File: config.mk
export PLATFORM = sky130hd
export DESIGN_NAME = obstacle_emergency_brake
export DESIGN_NICKNAME = d
export VERILOG_FILES = /design/src/rtl/oeb_pkg.sv /design/src/rtl/oeb_ctrl.sv /design/src/rtl/oeb_datapath.sv /design/src/rtl/obstacle_emergency_brake.sv
export SDC_FILE = /design/constraint.sdc
export NUM_CORES = 2
export LEC_CHECK = 0
export BUFFER_PORTS_ARGS = -buffer_cell sky130_fd_sc_hd__buf_2
export CAP_MARGIN = 0
export CORE_ASPECT_RATIO = 1.2
export CORE_MARGIN = 3
export CORE_UTILIZATION = 52
export CTS_CLUSTER_SIZE = 16
export DETAILED_ROUTE_END_ITERATION = 12
export PLACE_DENSITY = 0.77
export SETUP_SLACK_MARGIN = 0.15
export SYNTH_ARGS = -nofsm -noshare
export SYNTH_HDL_FRONTEND = slang
export SYNTH_HIERARCHICAL = 1
export SYNTH_SLANG_ARGS = --single-unit
File: constraint.sdc
create_clock -name aclk -period 7.8 [get_ports aclk]
set_input_delay 0.39 -clock aclk [delete_from_list [all_inputs] [get_ports aclk]]
set_output_delay 0.39 -clock aclk [all_outputs]
set_load 0.005 [all_outputs]
File: src/rtl/oeb_pkg.sv
// Package: shared types, constants and the arctangent table of the obstacle brake.
package oeb_pkg;

    localparam int MaxRays      = 1024;
    localparam int IdxW         = $clog2(MaxRays);
    localparam int CordicSteps  = 15;
    localparam int CordicW      = 36;
    localparam int AngHalfPi    = 25736;
    localparam int AngPi        = 51472;
    localparam int AngTwoPi     = 102944;
    localparam int AngModSteps  = 6;
    localparam int CordicGain   = 39797;
    localparam int SpeedNum     = 25132741;
    localparam int SpeedMax     = 1048575;
    localparam int MotorLimit   = 999;
    localparam int ScanOffset   = 100;
    localparam int SonarLimit   = 500;
    localparam logic [16:0] RunNone = 17'h1FFFF;

    typedef enum logic [1:0] {
        ACT_SCAN  = 2'd0,
        ACT_SENS  = 2'd1,
        ACT_DRIVE = 2'd2,
        ACT_TICK  = 2'd3
    } action_t;

    typedef enum logic [2:0] {
        REG_RANGE_MIN  = 3'd0,
        REG_RANGE_MAX  = 3'd1,
        REG_FIRST_ANG  = 3'd2,
        REG_ANG_STEP   = 3'd3,
        REG_HALF_WIDTH = 3'd4,
        REG_MARGIN     = 3'd5,
        REG_DECEL      = 3'd6
    } reg_idx_t;

    // Controller -> datapath commands.
    typedef struct packed {
        logic load;      // capture request
        logic ang_mul;   // form ray angle
        logic ang_mod;   // one reduction step of the angle
        logic cor_init;  // set up rotation
        logic cor_step;  // one rotation step
        logic ray_done;  // fold ray into minimum, close scan
        logic div_init;
        logic div_step;
        logic sens_done;
        logic tick_dist;
        logic tick_mul;
        logic tick_done;
        logic drive_done;
    } oeb_cmd_t;

    // Datapath -> controller status.
    typedef struct packed {
        logic [1:0] action;
        logic       mod_done;
        logic       cor_last;
        logic       div_last;
    } oeb_stat_t;

    function automatic logic [13:0] atan_lut(input logic [3:0] k);
        logic [13:0] r;
        begin
            case (k)
                4'd0:  r = 14'd12868;
                4'd1:  r = 14'd7596;
                4'd2:  r = 14'd4014;
                4'd3:  r = 14'd2037;
                4'd4:  r = 14'd1023;
                4'd5:  r = 14'd512;
                4'd6:  r = 14'd256;
                4'd7:  r = 14'd128;
                4'd8:  r = 14'd64;
                4'd9:  r = 14'd32;
                4'd10: r = 14'd16;
                4'd11: r = 14'd8;
                4'd12: r = 14'd4;
                4'd13: r = 14'd2;
                4'd14: r = 14'd1;
                default: r = 14'd0;
            endcase
            return r;
        end
    endfunction

endpackage

File: src/rtl/oeb_ctrl.sv
// Controller: sequences each request through the shared datapath units.
module oeb_ctrl import oeb_pkg::*; (
    input  logic      aclk,
    input  logic      aresetn,
    input  logic      in_fire,
    input  logic      out_free,
    input  oeb_stat_t stat,
    output logic      busy,
    output oeb_cmd_t  cmd
);
    typedef enum logic [9:0] {
        ST_IDLE  = 10'b0000000001,
        ST_DISP  = 10'b0000000010,
        ST_AMUL  = 10'b0000000100,
        ST_AMOD  = 10'b0000001000,
        ST_COR   = 10'b0000010000,
        ST_RAY   = 10'b0000100000,
        ST_DIV   = 10'b0001000000,
        ST_TDIST = 10'b0010000000,
        ST_TMUL  = 10'b0100000000,
        ST_OUT   = 10'b1000000000
    } state_t;

    state_t state_reg, state_next;

    always_ff @(posedge aclk) begin
        if (!aresetn) begin
            state_reg <= ST_IDLE;
        end else begin
            state_reg <= state_next;
        end
    end

    assign busy = (state_reg != ST_IDLE);

    always_comb begin
        state_next = state_reg;
        cmd = '0;
        unique case (state_reg)
            ST_IDLE: begin
                if (in_fire) begin
                    cmd.load = 1'b1;
                    state_next = ST_DISP;
                end
            end
            ST_DISP: begin
                case (stat.action)
                    ACT_SCAN: begin
                        cmd.ang_mul = 1'b1;
                        state_next = ST_AMUL;
                    end
                    ACT_SENS: begin
                        cmd.div_init = 1'b1;
                        state_next = ST_DIV;
                    end
                    ACT_DRIVE: state_next = ST_OUT;
                    default: begin
                        cmd.tick_dist = 1'b1;
                        state_next = ST_TDIST;
                    end
                endcase
            end
            ST_AMUL: begin
                cmd.ang_mod = 1'b1;
                state_next = ST_AMOD;
            end
            ST_AMOD: begin
                if (stat.mod_done) begin
                    cmd.cor_init = 1'b1;
                    state_next = ST_COR;
                end else begin
                    cmd.ang_mod = 1'b1;
                end
            end
            ST_COR: begin
                cmd.cor_step = 1'b1;
                if (stat.cor_last) state_next = ST_RAY;
            end
            ST_RAY: begin
                cmd.ray_done = 1'b1;
                state_next = ST_IDLE;
            end
            ST_DIV: begin
                cmd.div_step = 1'b1;
                if (stat.div_last) begin
                    state_next = ST_OUT;
                end
            end
            ST_TDIST: begin
                cmd.tick_mul = 1'b1;
                state_next = ST_TMUL;
            end
            ST_TMUL: begin
                state_next = ST_OUT;
            end
            ST_OUT: begin
                if (out_free) begin
                    if (stat.action == ACT_SENS) cmd.sens_done = 1'b1;
                    if (stat.action == ACT_TICK) cmd.tick_done = 1'b1;
                    if (stat.action == ACT_DRIVE) cmd.drive_done = 1'b1;
                    state_next = ST_IDLE;
                end
            end
            default: state_next = ST_IDLE;
        endcase
    end
endmodule

File: src/rtl/oeb_datapath.sv
// Datapath: angle reduction, rotation unit, restoring divider, multiplier and state.
module oeb_datapath import oeb_pkg::*; (
    input  logic                aclk,
    input  logic                aresetn,
    input  oeb_cmd_t            cmd,
    output oeb_stat_t           stat,
    input  logic [88:0]         in_data,
    input  logic                in_last,
    input  logic [1:0]          in_user,
    input  logic                cfg_fire,
    input  logic [2:0]          cfg_idx,
    input  logic [16:0]         cfg_data,
    output logic                res_valid,
    output logic signed [10:0]  res_motor,
    output logic signed [10:0]  res_steer,
    output logic                res_brake
);
    // configuration
    logic [15:0] range_min_reg, range_max_reg, decel_reg;
    logic signed [16:0] first_ang_reg;
    logic [11:0] ang_step_reg, half_w_reg, margin_reg;

    always_ff @(posedge aclk) begin
        if (!aresetn) begin
            range_min_reg <= 16'd450;
            range_max_reg <= 16'd10000;
            first_ang_reg <= -17'sd8192;
            ang_step_reg  <= 12'd26;
            half_w_reg    <= 12'd100;
            margin_reg    <= 12'd100;
            decel_reg     <= 16'd900;
        end else if (cfg_fire) begin
            unique case (cfg_idx)
                REG_RANGE_MIN:  range_min_reg <= cfg_data[15:0];
                REG_RANGE_MAX:  range_max_reg <= cfg_data[15:0];
                REG_FIRST_ANG:  first_ang_reg <= cfg_data;
                REG_ANG_STEP:   ang_step_reg  <= cfg_data[11:0];
                REG_HALF_WIDTH: half_w_reg    <= cfg_data[11:0];
                REG_MARGIN:     margin_reg    <= cfg_data[11:0];
                REG_DECEL:      decel_reg     <= cfg_data[15:0];
                default: ;
            endcase
        end
    end

    // captured request
    logic [1:0]  act_reg;
    logic [15:0] rr_reg, sonar_in_reg;
    logic [9:0]  ridx_reg;
    logic        rlast_reg, hvalid_reg;
    logic [23:0] hper_reg;
    logic signed [10:0] mreq_reg, sreq_reg;

    always_ff @(posedge aclk) begin
        if (cmd.load) begin
            act_reg      <= in_user;
            rr_reg       <= in_data[15:0];
            ridx_reg     <= in_data[25:16];
            rlast_reg    <= in_last;
            sonar_in_reg <= in_data[41:26];
            hper_reg     <= in_data[65:42];
            hvalid_reg   <= in_data[66];
            mreq_reg     <= in_data[77:67];
            sreq_reg     <= in_data[88:78];
        end
    end

    // state
    logic        braking_reg;
    logic [10:0] held_reg;
    logic [15:0] sonar_reg;
    logic [19:0] speed_reg;
    logic [16:0] runmin_reg;
    logic [15:0] scand_reg;
    logic        seen_reg;
    logic [15:0] obst_reg;

    // angle and rotation
    logic [22:0] ang_reg;   // |angle|, reduced
    logic [2:0]  mk_reg;    // shift of the modulus tried in this reduction step
    logic        mod_done_reg;
    logic        qual_reg;
    logic        back_reg;
    logic signed [CordicW-1:0] x_reg, y_reg;
    logic signed [17:0] z_reg;
    logic [3:0]  k_reg;

    logic signed [23:0] ang_full;
    assign ang_full = $signed({14'd0, ridx_reg}) * $signed({12'd0, ang_step_reg})
                      + 24'(first_ang_reg);

    logic [22:0] mod_sub;
    assign mod_sub = 23'(AngTwoPi) << mk_reg;

    assign stat.mod_done = mod_done_reg;
    assign stat.cor_last = (k_reg == 4'(CordicSteps - 1));
    assign stat.action   = act_reg;

    logic signed [CordicW-1:0] dx, dy;
    logic [13:0] at;
    assign dx = y_reg >>> k_reg;
    assign dy = x_reg >>> k_reg;
    assign at = atan_lut(k_reg);

    logic signed [CordicW-1:0] xf;
    logic signed [CordicW-17:0] dfl;
    logic [16:0] dclamp;
    assign xf  = back_reg ? -x_reg : x_reg;
    assign dfl = xf[CordicW-1:16];
    assign dclamp = dfl[CordicW-17] ? 17'd0 :
                    (|dfl[CordicW-17:16]) ? 17'd65535 : {1'b0, dfl[15:0]};

    // the index field is exactly wide enough for MaxRays, so every index is in range
    logic ray_in;
    assign ray_in = (rr_reg > range_min_reg) && (rr_reg < range_max_reg);

    always_ff @(posedge aclk) begin
        if (cmd.ang_mul) begin
            ang_reg      <= ang_full[23] ? 23'(-ang_full) : ang_full[22:0];
            mk_reg       <= 3'(AngModSteps - 1);
            mod_done_reg <= 1'b0;
        end
        // restoring reduction: try 2*pi shifted down one place per cycle
        if (cmd.ang_mod) begin
            if (ang_reg >= mod_sub) ang_reg <= ang_reg - mod_sub;
            if (mk_reg == 3'd0) mod_done_reg <= 1'b1;
            else mk_reg <= mk_reg - 3'd1;
        end
        if (cmd.cor_init) begin
            qual_reg <= ray_in && (ang_reg < 23'(AngPi));
            back_reg <= ang_reg > 23'(AngHalfPi);
            z_reg    <= (ang_reg > 23'(AngHalfPi)) ? 18'(AngPi - int'(ang_reg))
                                                    : 18'(ang_reg);
            x_reg    <= $signed({20'd0, rr_reg}) * $signed(36'(CordicGain));
            y_reg    <= '0;
            k_reg    <= '0;
        end
        if (cmd.cor_step) begin
            if (!z_reg[17]) begin
                x_reg <= x_reg - dx;
                y_reg <= y_reg + dy;
                z_reg <= z_reg - 18'(at);
            end else begin
                x_reg <= x_reg + dx;
                y_reg <= y_reg - dy;
                z_reg <= z_reg + 18'(at);
            end
            k_reg <= k_reg + 4'd1;
        end
    end

    // divider: 25132741 / dt, 25 quotient bits, one per cycle
    logic [24:0] q_reg;
    logic [24:0] rem_reg;
    logic [4:0]  dk_reg;
    logic [25:0] trial;
    logic [24:0] numb;
    assign numb = 25'(SpeedNum);
    assign trial = {rem_reg, numb[dk_reg]} - {2'b0, hper_reg};
    assign stat.div_last = (dk_reg == 5'd0);

    always_ff @(posedge aclk) begin
        if (cmd.div_init) begin
            rem_reg <= '0;
            q_reg   <= '0;
            dk_reg  <= 5'd24;
        end
        if (cmd.div_step) begin
            if (!trial[25]) begin
                rem_reg <= trial[24:0];
                q_reg   <= {q_reg[23:0], 1'b1};
            end else begin
                rem_reg <= {rem_reg[23:0], numb[dk_reg]};
                q_reg   <= {q_reg[23:0], 1'b0};
            end
            dk_reg <= dk_reg - 5'd1;
        end
    end

    // tick: distance then products
    logic [15:0] dsel;
    logic [15:0] obst_new;
    always_comb begin
        dsel = scand_reg;
        if (sonar_reg != 16'd0 && sonar_reg < 16'(SonarLimit) && sonar_reg < dsel)
            dsel = sonar_reg;
    end
    assign obst_new = (dsel > {4'd0, margin_reg}) ? dsel - {4'd0, margin_reg} : 16'd0;

    logic [39:0] v2_reg;
    logic [31:0] ad_reg;
    always_ff @(posedge aclk) begin
        if (cmd.tick_mul) begin
            v2_reg <= 40'(speed_reg) * 40'(speed_reg);
            ad_reg <= 32'(decel_reg) * 32'(obst_reg);
        end
    end

    logic stop_now, release_now;
    assign stop_now    = !braking_reg && (v2_reg > {7'd0, ad_reg, 1'b0});
    assign release_now = braking_reg && ({v2_reg, 1'b0} < {9'd0, ad_reg});

    logic signed [10:0] mclamp;
    assign mclamp = braking_reg ? ((mreq_reg > 11'sd0) ? 11'sd0 : mreq_reg)
                                : ((mreq_reg > 11'sd999) ? 11'sd999 : mreq_reg);

    always_ff @(posedge aclk) begin
        if (!aresetn) begin
            braking_reg <= 1'b0;
            held_reg    <= '0;
            sonar_reg   <= 16'd2000;
            speed_reg   <= '0;
            runmin_reg  <= RunNone;
            scand_reg   <= '0;
            seen_reg    <= 1'b0;
            obst_reg    <= 16'd10000;
            res_valid   <= 1'b0;
        end else begin
            res_valid <= 1'b0;
            if (cmd.ray_done) begin
                logic [16:0] m;
                logic signed [17:0] v;
                m = runmin_reg;
                if (qual_reg && (y_reg < $signed({{(CordicW-28){1'b0}}, half_w_reg, 16'd0}))
                    && dclamp < m)
                    m = dclamp;
                if (rlast_reg) begin
                    v = $signed({1'b0, m}) - 18'(ScanOffset);
                    if (m == RunNone) scand_reg <= range_max_reg;
                    else if (v < 0) scand_reg <= '0;
                    else if (v > $signed({2'b0, range_max_reg})) scand_reg <= range_max_reg;
                    else scand_reg <= v[15:0];
                    seen_reg   <= 1'b1;
                    runmin_reg <= RunNone;
                end else begin
                    runmin_reg <= m;
                end
            end
            if (cmd.sens_done) begin
                sonar_reg <= sonar_in_reg;
                if (hvalid_reg) begin
                    speed_reg <= (hper_reg == 24'd0 || |q_reg[24:20]) ? 20'(SpeedMax)
                                                                       : q_reg[19:0];
                end
            end
            if (cmd.tick_dist && seen_reg) obst_reg <= obst_new;
            if (cmd.tick_done) begin
                if (stop_now) begin
                    braking_reg <= 1'b1;
                    res_valid   <= 1'b1;
                    res_motor   <= '0;
                    res_steer   <= held_reg;
                    res_brake   <= 1'b1;
                end
                if (release_now) braking_reg <= 1'b0;
            end
            if (cmd.drive_done) begin
                held_reg  <= sreq_reg;
                res_valid <= 1'b1;
                res_motor <= mclamp;
                res_steer <= sreq_reg;
                res_brake <= 1'b0;
            end
        end
    end
endmodule

File: src/rtl/obstacle_emergency_brake.sv
// Top level: obstacle emergency brake, controller plus datapath and output register.
//  channel  | dir | handshake              | payload
//  s_axis   | in  | s_tvalid / s_tready    | s_tdata, s_tlast (ray_last), s_tuser (action)
//  m_axis   | out | m_tvalid / m_tready    | m_tdata, m_tuser (is_brake_command)
//  cfg      | in  | cfg_valid / cfg_ready  | cfg_index, cfg_data
// Scan request: busy through a six-step angle reduction plus 15 rotation steps.
// Sensor request: busy while the 25-step bit-serial speed divider runs.
// Drive request: dispatch, output; tick request: distance, products, output. One request at a time.
// Sensor, drive and tick requests also wait while the result register is held.
// Synchronous active-low reset; no clearing pass.
module obstacle_emergency_brake import oeb_pkg::*; (
    input  logic         aclk,
    input  logic         aresetn,
    input  logic         s_tvalid,
    output logic         s_tready,
    input  logic [95:0]  s_tdata,  // ray_range, ray_index, front_sonar, hall_period,
                                   // hall_period_valid, motor_request, steering_request
    input  logic         s_tlast,
    input  logic [1:0]   s_tuser,  // action
    output logic         m_tvalid,
    input  logic         m_tready,
    output logic [23:0]  m_tdata,  // motor_out, steering_out
    output logic         m_tuser,  // is_brake_command
    input  logic         cfg_valid,
    output logic         cfg_ready,
    input  logic [2:0]   cfg_index,
    input  logic [16:0]  cfg_data
);
    oeb_cmd_t  cmd;
    oeb_stat_t stat;
    logic busy, res_valid, res_brake;
    logic signed [10:0] res_motor, res_steer;
    logic out_valid_reg;
    logic [23:0] out_data_reg;
    logic out_user_reg;

    assign s_tready  = !busy;
    assign cfg_ready = 1'b1;

    oeb_ctrl u_ctrl (
        .aclk, .aresetn,
        .in_fire (s_tvalid && s_tready),
        .out_free(!out_valid_reg || m_tready),
        .stat, .busy, .cmd
    );

    oeb_datapath u_dp (
        .aclk, .aresetn, .cmd, .stat,
        .in_data  (s_tdata[88:0]),
        .in_last  (s_tlast),
        .in_user  (s_tuser),
        .cfg_fire (cfg_valid && cfg_ready),
        .cfg_idx  (cfg_index),
        .cfg_data (cfg_data),
        .res_valid, .res_motor, .res_steer, .res_brake
    );

    always_ff @(posedge aclk) begin
        if (!aresetn) begin
            out_valid_reg <= 1'b0;
        end else if (res_valid) begin
            out_valid_reg <= 1'b1;
        end else if (m_tready) begin
            out_valid_reg <= 1'b0;
        end
    end

    always_ff @(posedge aclk) begin
        if (res_valid) begin
            out_data_reg <= {2'b0, res_steer, res_motor};
            out_user_reg <= res_brake;
        end
    end

    assign m_tvalid = out_valid_reg;
    assign m_tdata  = out_data_reg;
    assign m_tuser  = out_user_reg;
endmodule

==> flow_summary_export.csv <==
group,metric,value,unit
timing,post-route-min-period,7.56,ns
synthesis,synthArstFlopShare,0,%
cells_and_area,final_core_util,58.1,%
synthesis,yosysWarnings,6,
clock_network,h-tree-depth,3,
clock_network,cts_tree,"yes",
worst_setup_path,critPathMaxStageDelay,0.54,ns
timing,clock_skew,0.0414,ns
clock_network,numCtsBuffers,69,
synthesis,syn_avg_cell_area,9.32,µm²
pwr,p_leak,35.8,nW
drt,vias,54300,
drt,avgViaCountPerCell,5.73,
synthesis,ys_seq_elements,613,
cells_and_area,drive_above_1_share,9.42,%
placement,place_congestion,0.938,
clock_network,cts.sinks,613,
worst_setup_path,cpMostUsedCell,"fa_1",
floorplan,rows,145,
drt,drc,0,
run,drv_cap,0,
clock_network,clk_latency,0.68,ns
global_route,antenna_found_initial,14,
outcome,status,"complete, no violations",
drt,wirelength,176000,µm
pwr,power-per-cell-area,390,mW/mm²
pwr,totalPowerFinal,0.0297,W
timing,setup_viol,0,
floorplan,dieArea,0.137,mm²
floorplan,core_area,0.131,mm²
cells_and_area,largest_reg_flops,39,
drt,drt_iter0_markers,3980,
global_route,grt_start_max_net_pins,99,
floorplan,start_util,52.7,%
placement,dpl.hpwl,135000,µm
timing,holdWs,0.0232,ns
cells_and_area,syn_to_final_growth,10.3,%
synthesis,synth_edf_count,363,
drt,antenna_left,0,
worst_setup_path,cp_data_required_time,8.40,ns
worst_setup_path,regToRegSetupSlack,0.24,ns
synthesis,synth_cells,7406,
min_path,hold_class,"in2reg",
worst_setup_path,crit_type,"reg2reg",
timing,final_hold_viol_count,0,
global_route,grt_overflow,0,
global_route,grt.total_usage,25.4,%
timing,slew_viol_final,0,
floorplan,chipHeight,405,µm
drt,routedWlPerCell,18.6,µm
timing,tightest_slew,1.34,ns
worst_setup_path,arrival,8.16,ns
synthesis,yosys_most_used_dff,"edfxtp_1",
placement,port_buffers,141,
timing,max_freq,0.132,GHz
synthesis,ys_seq_area_share,23.0,%
worst_setup_path,worstPathMaxFanout,7,
synthesis,synth_cell_types,109,
clock_network,cts.path.max_buffers,3,
worst_setup_path,worst_path_max_delay_cell,"fa_1",
clock_network,cts_root_buf,"clkbuf_16",
timing,rsz0062_at_grt,"true",
pwr,vdd_drop_max,0.00128,V
timing,maxSlewHeadroom,10.5,%
floorplan,ioPinCount,152,
cells_and_area,layout.nets,9195,
synthesis,synth_area,0.0690,mm²
global_route,grt_pass1_vias,56200,
floorplan,die-width,339,µm
worst_setup_path,end_kind,"flip-flop",
global_route,grt_pass1_wl,284000,µm
worst_setup_path,setup.worst_path.start_class,"flip-flop",
clock_network,clkTransAtPathRegs,0.07,ns
drt,dr.pass1.iters,7,
timing,min_period_over_period,96.9,%
kinds of logic after synthesis:
kind of cell / count (synthesis) / share of synthesized area [%]
AND/OR/NAND/NOR: 2184 / 15.4
adder cells (fa/ha/maj): 1424 / 33.0
buffers and inverters: 1305 / 7.31
AO/OA/AOI/OAI: 1274 / 11.6
flip-flops: 613 / 23.0
XOR/XNOR: 383 / 4.87
multiplexers: 221 / 4.82
other: 2 / 0.0109
through the flow:
stage	cells	worst slack [ns]	setup TNS, ns	instance area, µm²
4_1_cts	9433	0.131	0	75500
2_1_floorplan	7407	0.163	0	69100
6_report	9481	0.242	0	76100
3_3_place_gp	9207	0.00545	0	72100
3_5_place_dp	9207	-0.100	-0.100	72100
5_1_grt	9480	-0.0537	-0.0903	76100
worst max-delay path: cells and delay by family, from the launching register on:
| family | cells | cell delay, ns |
|---|---|---|
| flip-flops | 1 | 0.52 |
| AO/OA/AOI/OAI | 14 | 2.82 |
| buffers and inverters | 4 | 0.22 |
| AND/OR/NAND/NOR | 4 | 0.73 |
| multiplexers | 1 | 0.07 |
| adder cells (fa/ha/maj) | 7 | 2.96 |
| XOR/XNOR | 1 | 0.15 |
cells in the final DEF, fill, tap and decap left out, types with 42 or more instances in the layout:
| cell type | count |
|---|---|
| and2_1 | 356 |
| ha_1 | 754 |
| nor3_1 | 97 |
| mux4_2 | 70 |
| buf_4 | 195 |
| xor2_1 | 149 |
| nand2_1 | 772 |
| clkbuf_16 | 73 |
| a21o_1 | 163 |
| mux2i_1 | 97 |
| dlygate4sd3_1 | 93 |
| dfxtp_1 | 231 |
| nand2b_1 | 45 |
| o21ai_0 | 259 |
| o21a_1 | 54 |
| a21oi_1 | 406 |
| nor2b_1 | 69 |
| nor2_1 | 463 |
| nand3_1 | 111 |
| nand4_1 | 43 |
| buf_2 | 141 |
| inv_1 | 1022 |
| fa_1 | 655 |
| xnor2_1 | 229 |
| mux2_2 | 42 |
| o211ai_1 | 43 |
| edfxtp_1 | 363 |
final cells by class:
cell class	instances	area, µm²
Sequential cell	613	15900
Tap cell	1764	2210
Fill cell	11000	54900
Clock buffer	98	1980
Multi-Input combinational cell	5492	48500
Inverter	1036	3890
Clock inverter	30	379
Timing Repair Buffer	435	3170
Antenna cell	13	32.5
synth_stat cells, drive strengths merged (151+ instances only):
cell,n,area [µm²]
inv,1035,3880
nand2,772,2900
ha,763,9550
fa,661,13200
nor2,472,1780
a21oi,415,2080
edfxtp,363,10900
and2,360,2250
o21ai,289,1450
dfxtp,250,5000
xnor2,232,2040
clkbuf,215,807
a21o,163,1220
xor2,151,1320
final timing paths:
check | depth (start not counted) | endpoint | start
max | 31 | u_dp/ang_reg[22] | u_dp/ridx_reg[4]
min | 3 | m_tvalid | m_tready
max reg2reg | 31 | u_dp/ang_reg[22] | u_dp/ridx_reg[4]
min reg2reg | 0 | m_tdata[13] | u_dp/res_steer[2]
report_power, final:
part	total (W)	leakage, nW	switching [W]	internal [W]
Sequential	0.00491	5.31	0.000311	0.00460
Combinational	0.0213	29.4	0.0119	0.00945
Clock	0.00343	1.14	0.00146	0.00197
Total	0.0297	35.8	0.0136	0.0160
metal layers:
layer | routed length (µm) | share of wire [%] | vias to the layer above | track usage, %
met5 | 0 | 0 | - | 0
met4 | 8780 | 5.0 | 0 | 12.4
met3 | 9460 | 5.4 | 504 | 3.36
met2 | 90000 | 51 | 1782 | 46.3
met1 | 67700 | 38 | 26600 | 29.4
li1 | - | - | 25400 | -
what timing repair did:
item | CTS | global route
gates cloned | 0 | 4
pin swaps | 6 | 54
gates resized for setup | 10 | 105
setup buffers | 5 | 31
endpoints found under the setup margin | 30 | 46
hold buffers | 93 | 0
endpoints found under the hold margin | 93 | 0
No activity file was read; power rests on OpenSTA's default activity.
